==> src/design/lucb_pkg.sv <==
`default_nettype none
// ----------------------------------------------------------------------------
// lucb_pkg
// Shared constants and round helpers for the 128-bit block cipher
// ----------------------------------------------------------------------------
package lucb_pkg;

  typedef logic [63:0] half_t;
  typedef logic [7:0]  byte_t;
  typedef logic [127:0] key_t;

  localparam logic [0:0] CFG_KEY_FIRST  = 1'b0;
  localparam logic [0:0] CFG_KEY_SECOND = 1'b1;

  localparam byte_t SBOX [256] = '{
    8'h57, 8'h15, 8'h75, 8'h36, 8'h17, 8'h37, 8'h14, 8'h54,
    8'h74, 8'h76, 8'h16, 8'h35, 8'h55, 8'h77, 8'h34, 8'h56,
    8'hdf, 8'h9d, 8'hfd, 8'hbe, 8'h9f, 8'hbf, 8'h9c, 8'hdc,
    8'hfc, 8'hfe, 8'h9e, 8'hbd, 8'hdd, 8'hff, 8'hbc, 8'hde,
    8'hcf, 8'h8d, 8'hed, 8'hae, 8'h8f, 8'haf, 8'h8c, 8'hcc,
    8'hec, 8'hee, 8'h8e, 8'had, 8'hcd, 8'hef, 8'hac, 8'hce,
    8'hd3, 8'h91, 8'hf1, 8'hb2, 8'h93, 8'hb3, 8'h90, 8'hd0,
    8'hf0, 8'hf2, 8'h92, 8'hb1, 8'hd1, 8'hf3, 8'hb0, 8'hd2,
    8'hd7, 8'h95, 8'hf5, 8'hb6, 8'h97, 8'hb7, 8'h94, 8'hd4,
    8'hf4, 8'hf6, 8'h96, 8'hb5, 8'hd5, 8'hf7, 8'hb4, 8'hd6,
    8'h5f, 8'h1d, 8'h7d, 8'h3e, 8'h1f, 8'h3f, 8'h1c, 8'h5c,
    8'h7c, 8'h7e, 8'h1e, 8'h3d, 8'h5d, 8'h7f, 8'h3c, 8'h5e,
    8'hdb, 8'h99, 8'hf9, 8'hba, 8'h9b, 8'hbb, 8'h98, 8'hd8,
    8'hf8, 8'hfa, 8'h9a, 8'hb9, 8'hd9, 8'hfb, 8'hb8, 8'hda,
    8'h43, 8'h01, 8'h61, 8'h22, 8'h03, 8'h23, 8'h00, 8'h40,
    8'h60, 8'h62, 8'h02, 8'h21, 8'h41, 8'h63, 8'h20, 8'h42,
    8'hc3, 8'h81, 8'he1, 8'ha2, 8'h83, 8'ha3, 8'h80, 8'hc0,
    8'he0, 8'he2, 8'h82, 8'ha1, 8'hc1, 8'he3, 8'ha0, 8'hc2,
    8'hc7, 8'h85, 8'he5, 8'ha6, 8'h87, 8'ha7, 8'h84, 8'hc4,
    8'he4, 8'he6, 8'h86, 8'ha5, 8'hc5, 8'he7, 8'ha4, 8'hc6,
    8'hcb, 8'h89, 8'he9, 8'haa, 8'h8b, 8'hab, 8'h88, 8'hc8,
    8'he8, 8'hea, 8'h8a, 8'ha9, 8'hc9, 8'heb, 8'ha8, 8'hca,
    8'h4b, 8'h09, 8'h69, 8'h2a, 8'h0b, 8'h2b, 8'h08, 8'h48,
    8'h68, 8'h6a, 8'h0a, 8'h29, 8'h49, 8'h6b, 8'h28, 8'h4a,
    8'h5b, 8'h19, 8'h79, 8'h3a, 8'h1b, 8'h3b, 8'h18, 8'h58,
    8'h78, 8'h7a, 8'h1a, 8'h39, 8'h59, 8'h7b, 8'h38, 8'h5a,
    8'h47, 8'h05, 8'h65, 8'h26, 8'h07, 8'h27, 8'h04, 8'h44,
    8'h64, 8'h66, 8'h06, 8'h25, 8'h45, 8'h67, 8'h24, 8'h46,
    8'h4f, 8'h0d, 8'h6d, 8'h2e, 8'h0f, 8'h2f, 8'h0c, 8'h4c,
    8'h6c, 8'h6e, 8'h0e, 8'h2d, 8'h4d, 8'h6f, 8'h2c, 8'h4e,
    8'h53, 8'h11, 8'h71, 8'h32, 8'h13, 8'h33, 8'h10, 8'h50,
    8'h70, 8'h72, 8'h12, 8'h31, 8'h51, 8'h73, 8'h30, 8'h52
  };

  localparam byte_t DIFF_ROW [8] = '{
    8'h04, 8'h10, 8'h20, 8'h02, 8'h01, 8'h08, 8'h40, 8'h80
  };

  localparam logic [2:0] BIT_PERM [8] = '{
    3'd3, 3'd5, 3'd0, 3'd4, 3'd2, 3'd1, 3'd7, 3'd6
  };

  // key byte n, byte 0 at the top of the 128-bit key
  function automatic byte_t key_byte(key_t k, logic [3:0] n);
    return k[8'd127 - {n, 3'd0} -: 8];
  endfunction

  // bit permutation of one key byte
  function automatic byte_t permute_byte(byte_t b);
    byte_t r;
    r = '0;
    for (int i = 0; i < 8; i++) begin
      r[3'd7 - BIT_PERM[i]] = b[7 - i];
    end
    return r;
  endfunction

endpackage : lucb_pkg
`default_nettype wire

==> src/design/lucb_round.sv <==
`default_nettype none
// ----------------------------------------------------------------------------
// lucb_round
// One cipher round: control byte, s-box pick, key xor and diffusion
// ----------------------------------------------------------------------------
module lucb_round #(
  parameter int unsigned RoundIdx = 0
) (
  input  lucb_pkg::key_t  key,
  input  lucb_pkg::half_t lo_in,
  input  lucb_pkg::half_t hi_in,
  output lucb_pkg::half_t lo_out
);
  import lucb_pkg::*;

  // index at round start is 8 + 8*round (mod 16); control byte uses idx itself
  localparam logic [3:0] CtlIdx  = 4'(8 + 8 * RoundIdx);
  localparam logic [3:0] KeyBase = 4'(9 + 8 * RoundIdx);

  byte_t ctl;
  byte_t hb  [8];
  byte_t val [8];
  byte_t lb  [8];

  // control byte from key byte and all bytes of the fixed half
  always_comb begin
    ctl = key_byte(key, CtlIdx);
    for (int j = 0; j < 8; j++) begin
      hb[j] = hi_in[63 - 8 * j -: 8];
      ctl   = ctl ^ hb[j];
    end
  end

  // s-box lookups and diffusion into the modified half
  always_comb begin
    for (int j = 0; j < 8; j++) begin
      val[j] = ctl[7 - j] ? SBOX[{hb[j][3:0], hb[j][7:4]}] : SBOX[hb[j]];
      val[j] = val[j] ^ permute_byte(key_byte(key, 4'(KeyBase + 4'(j))));
    end
    for (int k = 0; k < 8; k++) begin
      lb[k] = lo_in[63 - 8 * k -: 8];
      for (int j = 0; j < 8; j++) begin
        lb[k] = lb[k] ^ (val[j] & DIFF_ROW[(k - j) & 7]);
      end
      lo_out[63 - 8 * k -: 8] = lb[k];
    end
  end

endmodule : lucb_round
`default_nettype wire

==> config.mk <==
export PLATFORM = sky130hd
export DESIGN_NAME = lucb_round
export DESIGN_NICKNAME = d
export VERILOG_FILES = /design/src/design/lucb_pkg.sv /design/src/design/lucb_round.sv
export SDC_FILE = /design/constraint.sdc
export NUM_CORES = 1
export LEC_CHECK = 0
export BUFFER_PORTS_ARGS = -buffer_cell sky130_fd_sc_hd__buf_4
export CAP_MARGIN = 20
export CORE_UTILIZATION = 45
export DETAILED_ROUTE_END_ITERATION = 7
export PLACE_DENSITY_LB_ADDON = 0.05
export SETUP_SLACK_MARGIN = 0.15
export SLEW_MARGIN = 10
export SYNTH_ARGS = -nofsm -noshare
export SYNTH_HDL_FRONTEND = slang
export SYNTH_SLANG_ARGS = --single-unit
==> constraint.sdc <==
create_clock -name vclk -period 1.7
set_input_delay 0.085 -clock vclk [all_inputs]
set_output_delay 0.085 -clock vclk [all_outputs]
set_load 0.005 [all_outputs]
# ---- Word level (Yosys, flattened, before mapping)
# Memory sizes are Yosys's and may differ from the RTL's.
# Index checks and enable logic that the tools add are counted.
dict set report op_classes {
  n_bitwise 96
  magnitude_cmp 16
  muxes 40
}
# operator n
set op_table {}
lappend op_table {{$mux 8} 40}
lappend op_table {{$xor 8x8->8} 24}
lappend op_table {{$ge 9x9->1 const B} 16}
lappend op_table {{$not 8->9} 16}
lappend op_table {{$xor 8x1->8} 8}
lappend op_table {{$xor 8x2->8} 8}
lappend op_table {{$xor 8x3->8} 8}
lappend op_table {{$xor 8x4->8} 8}
lappend op_table {{$xor 8x5->8} 8}
lappend op_table {{$xor 8x6->8} 8}
lappend op_table {{$xor 8x7->8} 8}
dict set report totals {
  input_bits 256
  out_inout_bits 64
  elab_cells 168
  reg_bits 0
  memories 16
  rom_bits 32768
}
# name depth width rd rd_clocked_by_memory_dff write_ports line
set mem_list {}
lappend mem_list {{(name not given)} 256 8 1 0 0 lucb_round.sv:37} ;# val[j] = ctl[7 - j] ? SBOX[{hb[j][3:0], hb[j][7:4]}] : SBOX[hb[j]];
lappend mem_list {{(name not given)} 256 8 1 0 0 lucb_round.sv:37}
lappend mem_list {{(name not given)} 256 8 1 0 0 lucb_round.sv:37}
lappend mem_list {{(name not given)} 256 8 1 0 0 lucb_round.sv:37}
lappend mem_list {{(name not given)} 256 8 1 0 0 lucb_round.sv:37}
lappend mem_list {{(name not given)} 256 8 1 0 0 lucb_round.sv:37}
lappend mem_list {{10 more memories} -- -- -- -- -- --}

# ---- Depth between registers and ports, before layout
dict set report logic_depth {
  depth_word 18
  depth_mapped 7
}

# ---- Worst setup path before layout
# No wires, ideal clock.
dict set report synth_timing {
  path_kind {input to output}
  startpoint {input hi_in[22]}
  endpoint {output lo_out[11]}
  path_buffers 1
  setup_slack_ns 0.026
  path_stages 6
  t_arrival_ns 1.589
  required_time_ns 1.615
  path_cell_list {buf_2 > xor2_1 > xnor3_1 > xnor2_4 > mux2i_1 > xnor2_1}
}
dict set report synth_via {
  elab_chain_cells 12
}
# element line
set synth_rtl {}
lappend synth_rtl {{from (decl)} lucb_round.sv:11} ;# input lucb_pkg::half_t hi_in,
lappend synth_rtl {{$xor 8x8->8 (3 in a row)} lucb_round.sv:30} ;# ctl = ctl ^ hb[j];
lappend synth_rtl {{$mux 8} lucb_round.sv:37}
lappend synth_rtl {{$xor 8x8->8} lucb_round.sv:38} ;# val[j] = val[j] ^ permute_byte(key_byte(key, 4'(KeyBase + 4'(j))));
lappend synth_rtl {{$xor 8x4->8} lucb_round.sv:43} ;# lb[k] = lb[k] ^ (val[j] & DIFF_ROW[(k - j) & 7]);
lappend synth_rtl {{$xor 8x1->8} lucb_round.sv:43}
lappend synth_rtl {{$xor 8x2->8} lucb_round.sv:43}
lappend synth_rtl {{$xor 8x6->8} lucb_round.sv:43}
lappend synth_rtl {{$xor 8x5->8} lucb_round.sv:43}
lappend synth_rtl {{$xor 8x3->8} lucb_round.sv:43}
lappend synth_rtl {{$xor 8x8->8} lucb_round.sv:43}
lappend synth_rtl {{to (decl)} lucb_round.sv:12} ;# output lucb_pkg::half_t lo_out
# Every way passes these cells.

# ---- Final worst setup path
dict set report layout_timing {
  startpoint {input hi_in[41]}
  endpoint {output lo_out[30]}
}
dict set report layout_via {
  elab_chain_cells 10
}
# element line
set layout_rtl {}
lappend layout_rtl {{$xor 8x8->8 (6 in a row)} lucb_round.sv:30}
lappend layout_rtl {{$mux 8} lucb_round.sv:37}
lappend layout_rtl {{$xor 8x8->8} lucb_round.sv:38}
lappend layout_rtl {{$xor 8x7->8} lucb_round.sv:43}
lappend layout_rtl {{$xor 8x4->8} lucb_round.sv:43}
# Every way passes these cells.

==> results_tabular.tex <==
\begin{tabular}{lr}
\hline
Metric & Value \\
\hline
\multicolumn{2}{l}{\textbf{Finish}} \\
\quad Final Instance Area & around 11000 sq um \\
\quad Ratio of cells with drive above 1 in the final layout & between 40 and 50\% \\
\quad Layout overhead on the synthesized area & 53.5\% \\
\quad Number of filler instances in the final layout & approximately 1200 \\
\quad Register cell area after layout & 0 sq um \\
\quad Layout Nets & 1571 \\
\quad N\_diodes & 0 \\
\quad Number of sequential storage elements & 0 \\
\quad Count of clock buffers in the final design & 0 \\
\multicolumn{2}{l}{\textbf{Timing}} \\
\quad Hold Worst Slack & approximately 540 ps \\
\quad Setup repair after global routing missed its margin & yes \\
\quad Pins Over Slew Limit & 0 \\
\quad Clock period minus worst slack & between 1500 and 2000 ps \\
\quad Max-slew headroom at the worst pin & about two thirds \\
\quad Post-layout worst setup margin & -130 ps \\
\quad Fraction of the cycle the final worst path needs & 108\% \\
\quad Finish-stage setup viols & 60 \\
\quad Measured slew at the worst slew-check pin & just under 500 ps \\
\quad Count of endpoints failing hold in the final timing report & 0 \\
\quad Peak Freq & 0.546 GHz \\
\multicolumn{2}{l}{\textbf{Power}} \\
\quad Share of total power consumed by net switching & about two fifths \\
\quad Overall power after layout & 6300 uW \\
\quad IR Drop Worst-Case VDD & between 0.5 and 0.6 mV \\
\quad Relative contribution of sequential cells to total power & 0\% \\
\quad Gate power share & 100.0\% \\
\quad Switching power of the nets & $\sim$2500 uW \\
\quad Cell-internal power & 3760 uW \\
\quad Power Density & roughly 600 nW/um\^{}2 \\
\quad Standby leakage power & 0.00499 uW \\
\quad Clock share of power & 0\% \\
\multicolumn{2}{l}{\textbf{Drt}} \\
\quad Starting DRC count in detailed routing & between 400 and 500 \\
\quad Post-route ant nets & 0 \\
\quad Wire length after detailed routing & 19.8 mm \\
\quad Number of vias per cell & approximately 5.2 \\
\quad Final routed DRC violation total & 0 \\
\quad Mean routed wirelength per cell & 14.2 um \\
\quad Count of vias placed by the detailed router & slightly above 7000 \\
\quad DRT Pass-1 Iters & 5 \\
\multicolumn{2}{l}{\textbf{Critical path}} \\
\quad Critical-path cell with the highest stage delay & xnor3\_2 \\
\quad Maximum fanout count along the critical path & 3 \\
\quad Element type at the critical path end & output port \\
\quad Worst path top cell family by delay & XOR/XNOR gates \\
\quad Worst path bufs/invs & 3 \\
\quad Delay of the slowest cell on the worst path & roughly 500 ps \\
\quad Cells traversed along the worst timing path & buf\_12 > xor2\_1 > xnor3\_2 > xnor2\_4 > buf\_6 > mux2i\_2 > xnor2\_1 > buf\_4 \\
\quad CP Data Required Time & $\sim$1600 ps \\
\quad Critical path start-end classification & input pin to output port \\
\quad Worst Path Arrival & around 1700 ps \\
\quad Crit start category & input pin \\
\multicolumn{2}{l}{\textbf{Yosys}} \\
\quad Average instance area after synthesis & 7.66 sq um \\
\quad Yosys cell types & 39 \\
\quad YS warnings & 0 \\
\quad Number of instances in the synthesized netlist & between 900 and 1000 \\
\quad Sequential-to-total area share from yosys stat & 0\% \\
\quad Mapped cell area & just under 7000 sq um \\
\quad Number of nets produced by synthesis & between 1000 and 1500 \\
\multicolumn{2}{l}{\textbf{Global route}} \\
\quad Initial antenna violation count & 0 \\
\quad Pin count of the biggest net entering global routing & 22 \\
\quad Number of global-route vias before repair & just under 7000 \\
\quad All-Layer GR Usage & 23.9\% \\
\quad Total grt overflow & 0 \\
\quad Wire length of the first global-routing pass & 31.8 mm \\
\multicolumn{2}{l}{\textbf{Placement}} \\
\quad Cell area reported after detailed placement & a little under 10000 sq um \\
\quad IO buf count & roughly 260 \\
\quad Routability congestion estimate from global placement & 0.884 \\
\quad Detailed Place HPWL & $\sim$16 mm \\
\multicolumn{2}{l}{\textbf{Die}} \\
\quad Total die area & between 15000 and 20000 sq um \\
\quad Number of ports placed on the die boundary & 320 \\
\quad Die height & 126 um \\
\quad Site row count & 44 \\
\quad Width of the chip & $\sim$130 um \\
\quad Starting utilization of the core area & approximately 47\% \\
\quad Total core area & roughly 15000 sq um \\
\multicolumn{2}{l}{\textbf{Job}} \\
\quad Max-cap check violation count & 0 \\
\multicolumn{2}{l}{\textbf{Status}} \\
\quad Violations in the final reports & setup timing \\
\quad Run status & complete, but fails checks \\
\multicolumn{2}{l}{\textbf{Hold path}} \\
\quad Type of the most critical hold path & input pin to output port \\
\multicolumn{2}{l}{\textbf{Clock tree}} \\
\quad Hold buffer count at cts & 0 \\
\hline
\end{tabular}
-- path summary, 6_finish.rpt --
kind | slack [ps] | start | cells after the start | end
worst max-delay path | -130 | hi_in[41] | 8 | lo_out[30]
worst min-delay path | 540 | lo_in[54] | 4 | lo_out[54]
-- cells in the mapped netlist (all sizes together), types with 6 or more instances --
cell type / instances / area (sq um)
ha: 96 / 1200
a21o: 9 / 67.6
nor2: 59 / 221
o21bai: 6 / 45.0
a22oi: 7 / 52.6
mux4: 9 / 203
mux2i: 84 / 841
inv: 46 / 173
buf: 25 / 125
mux2: 9 / 105
nand2: 40 / 150
a211oi: 29 / 218
xnor2: 132 / 1310
nor2b: 6 / 37.5
nand2b: 36 / 225
a21oi: 95 / 475
clkbuf: 38 / 144
o211ai: 13 / 97.6
nor3: 12 / 60.1
o21ai: 62 / 310
xnor3: 8 / 183
xor2: 47 / 412
-- cell usage in the layout (no fill, tap or decap), types with 8 or more instances in the layout --
master / netlist / layout
buf_4: 4 / 340
xnor2_1: 124 / 103
a21oi_1: 95 / 92
ha_1: 96 / 92
nor2_1: 59 / 59
o21ai_0: 62 / 58
inv_1: 46 / 44
xor2_1: 47 / 42
mux2i_1: 84 / 42
nand2_1: 40 / 40
nand2b_1: 36 / 35
a211oi_1: 29 / 29
mux2i_4: 0 / 22
buf_6: 0 / 21
mux2i_2: 0 / 20
xnor2_2: 0 / 19
o211ai_1: 13 / 13
nor3_1: 12 / 12
xnor2_4: 8 / 10
a21o_1: 9 / 9
mux4_2: 9 / 9
xnor3_2: 2 / 8
mux2_2: 8 / 8
buf_8: 0 / 8
buf_12: 0 / 8
-- what timing repair did --
item,CTS,global route
pin swaps,61,35
resized for setup,81,65
buffers inserted,3,2
endpoints found under the setup margin,64,64
-- layer usage --
metal | global-route usage, % | up-vias | wire, um
met3 | 2.34 | 14 | 1150
met5 | 0 | - | 0
li1 | - | 3755 | -
met4 | 1.63 | 0 | 192
met2 | 44.7 | 234 | 10000
met1 | 30.8 | 3248 | 8460
-- final cells by class --
type	instances	area, sq um	share of cell area [%]
Multi-Input combinational cell	794	7140	67.3
Tap cell	184	230	2.17
Timing Repair Buffer	377	3070	28.9
Inverter	46	175	1.65
-- through the flow --
stage / std cells / setup WS [ps] / setup TNS (ps) / util, %
after global placement: 1396 / -262 / -10400 / 66.4
after floorplan: 903 / 87.2 / 0 / -
after global routing: 1401 / -212 / -7840 / 72.0
after detailed placement: 1396 / -265 / -10780 / 66.4
after CTS: 1399 / -151 / -4380 / 69.4
final: 1401 / -130 / -3400 / 72.0
-- cells by family (layout without fill, tap and decap cells) --
logic type | Yosys count | after routing | synth area share [%]
mux | 102 | 102 | 16.6
compound gates | 247 | 247 | 21.3
simple gates | 162 | 162 | 10.9
buf+inv | 109 | 423 | 6.38
xor+xnor | 187 | 187 | 27.5
fa+ha+maj | 96 | 96 | 17.4
-- power groups by stage --
stage	clock network [uW]	registers, uW	logic [uW]
after floorplan	0	0	3070
after global placement	0	0	5440
after detailed placement	0	0	5480
after CTS	0	0	5930
after global routing	0	0	6730
final	0	0	6300
No activity file was read; power rests on OpenSTA's default activity.
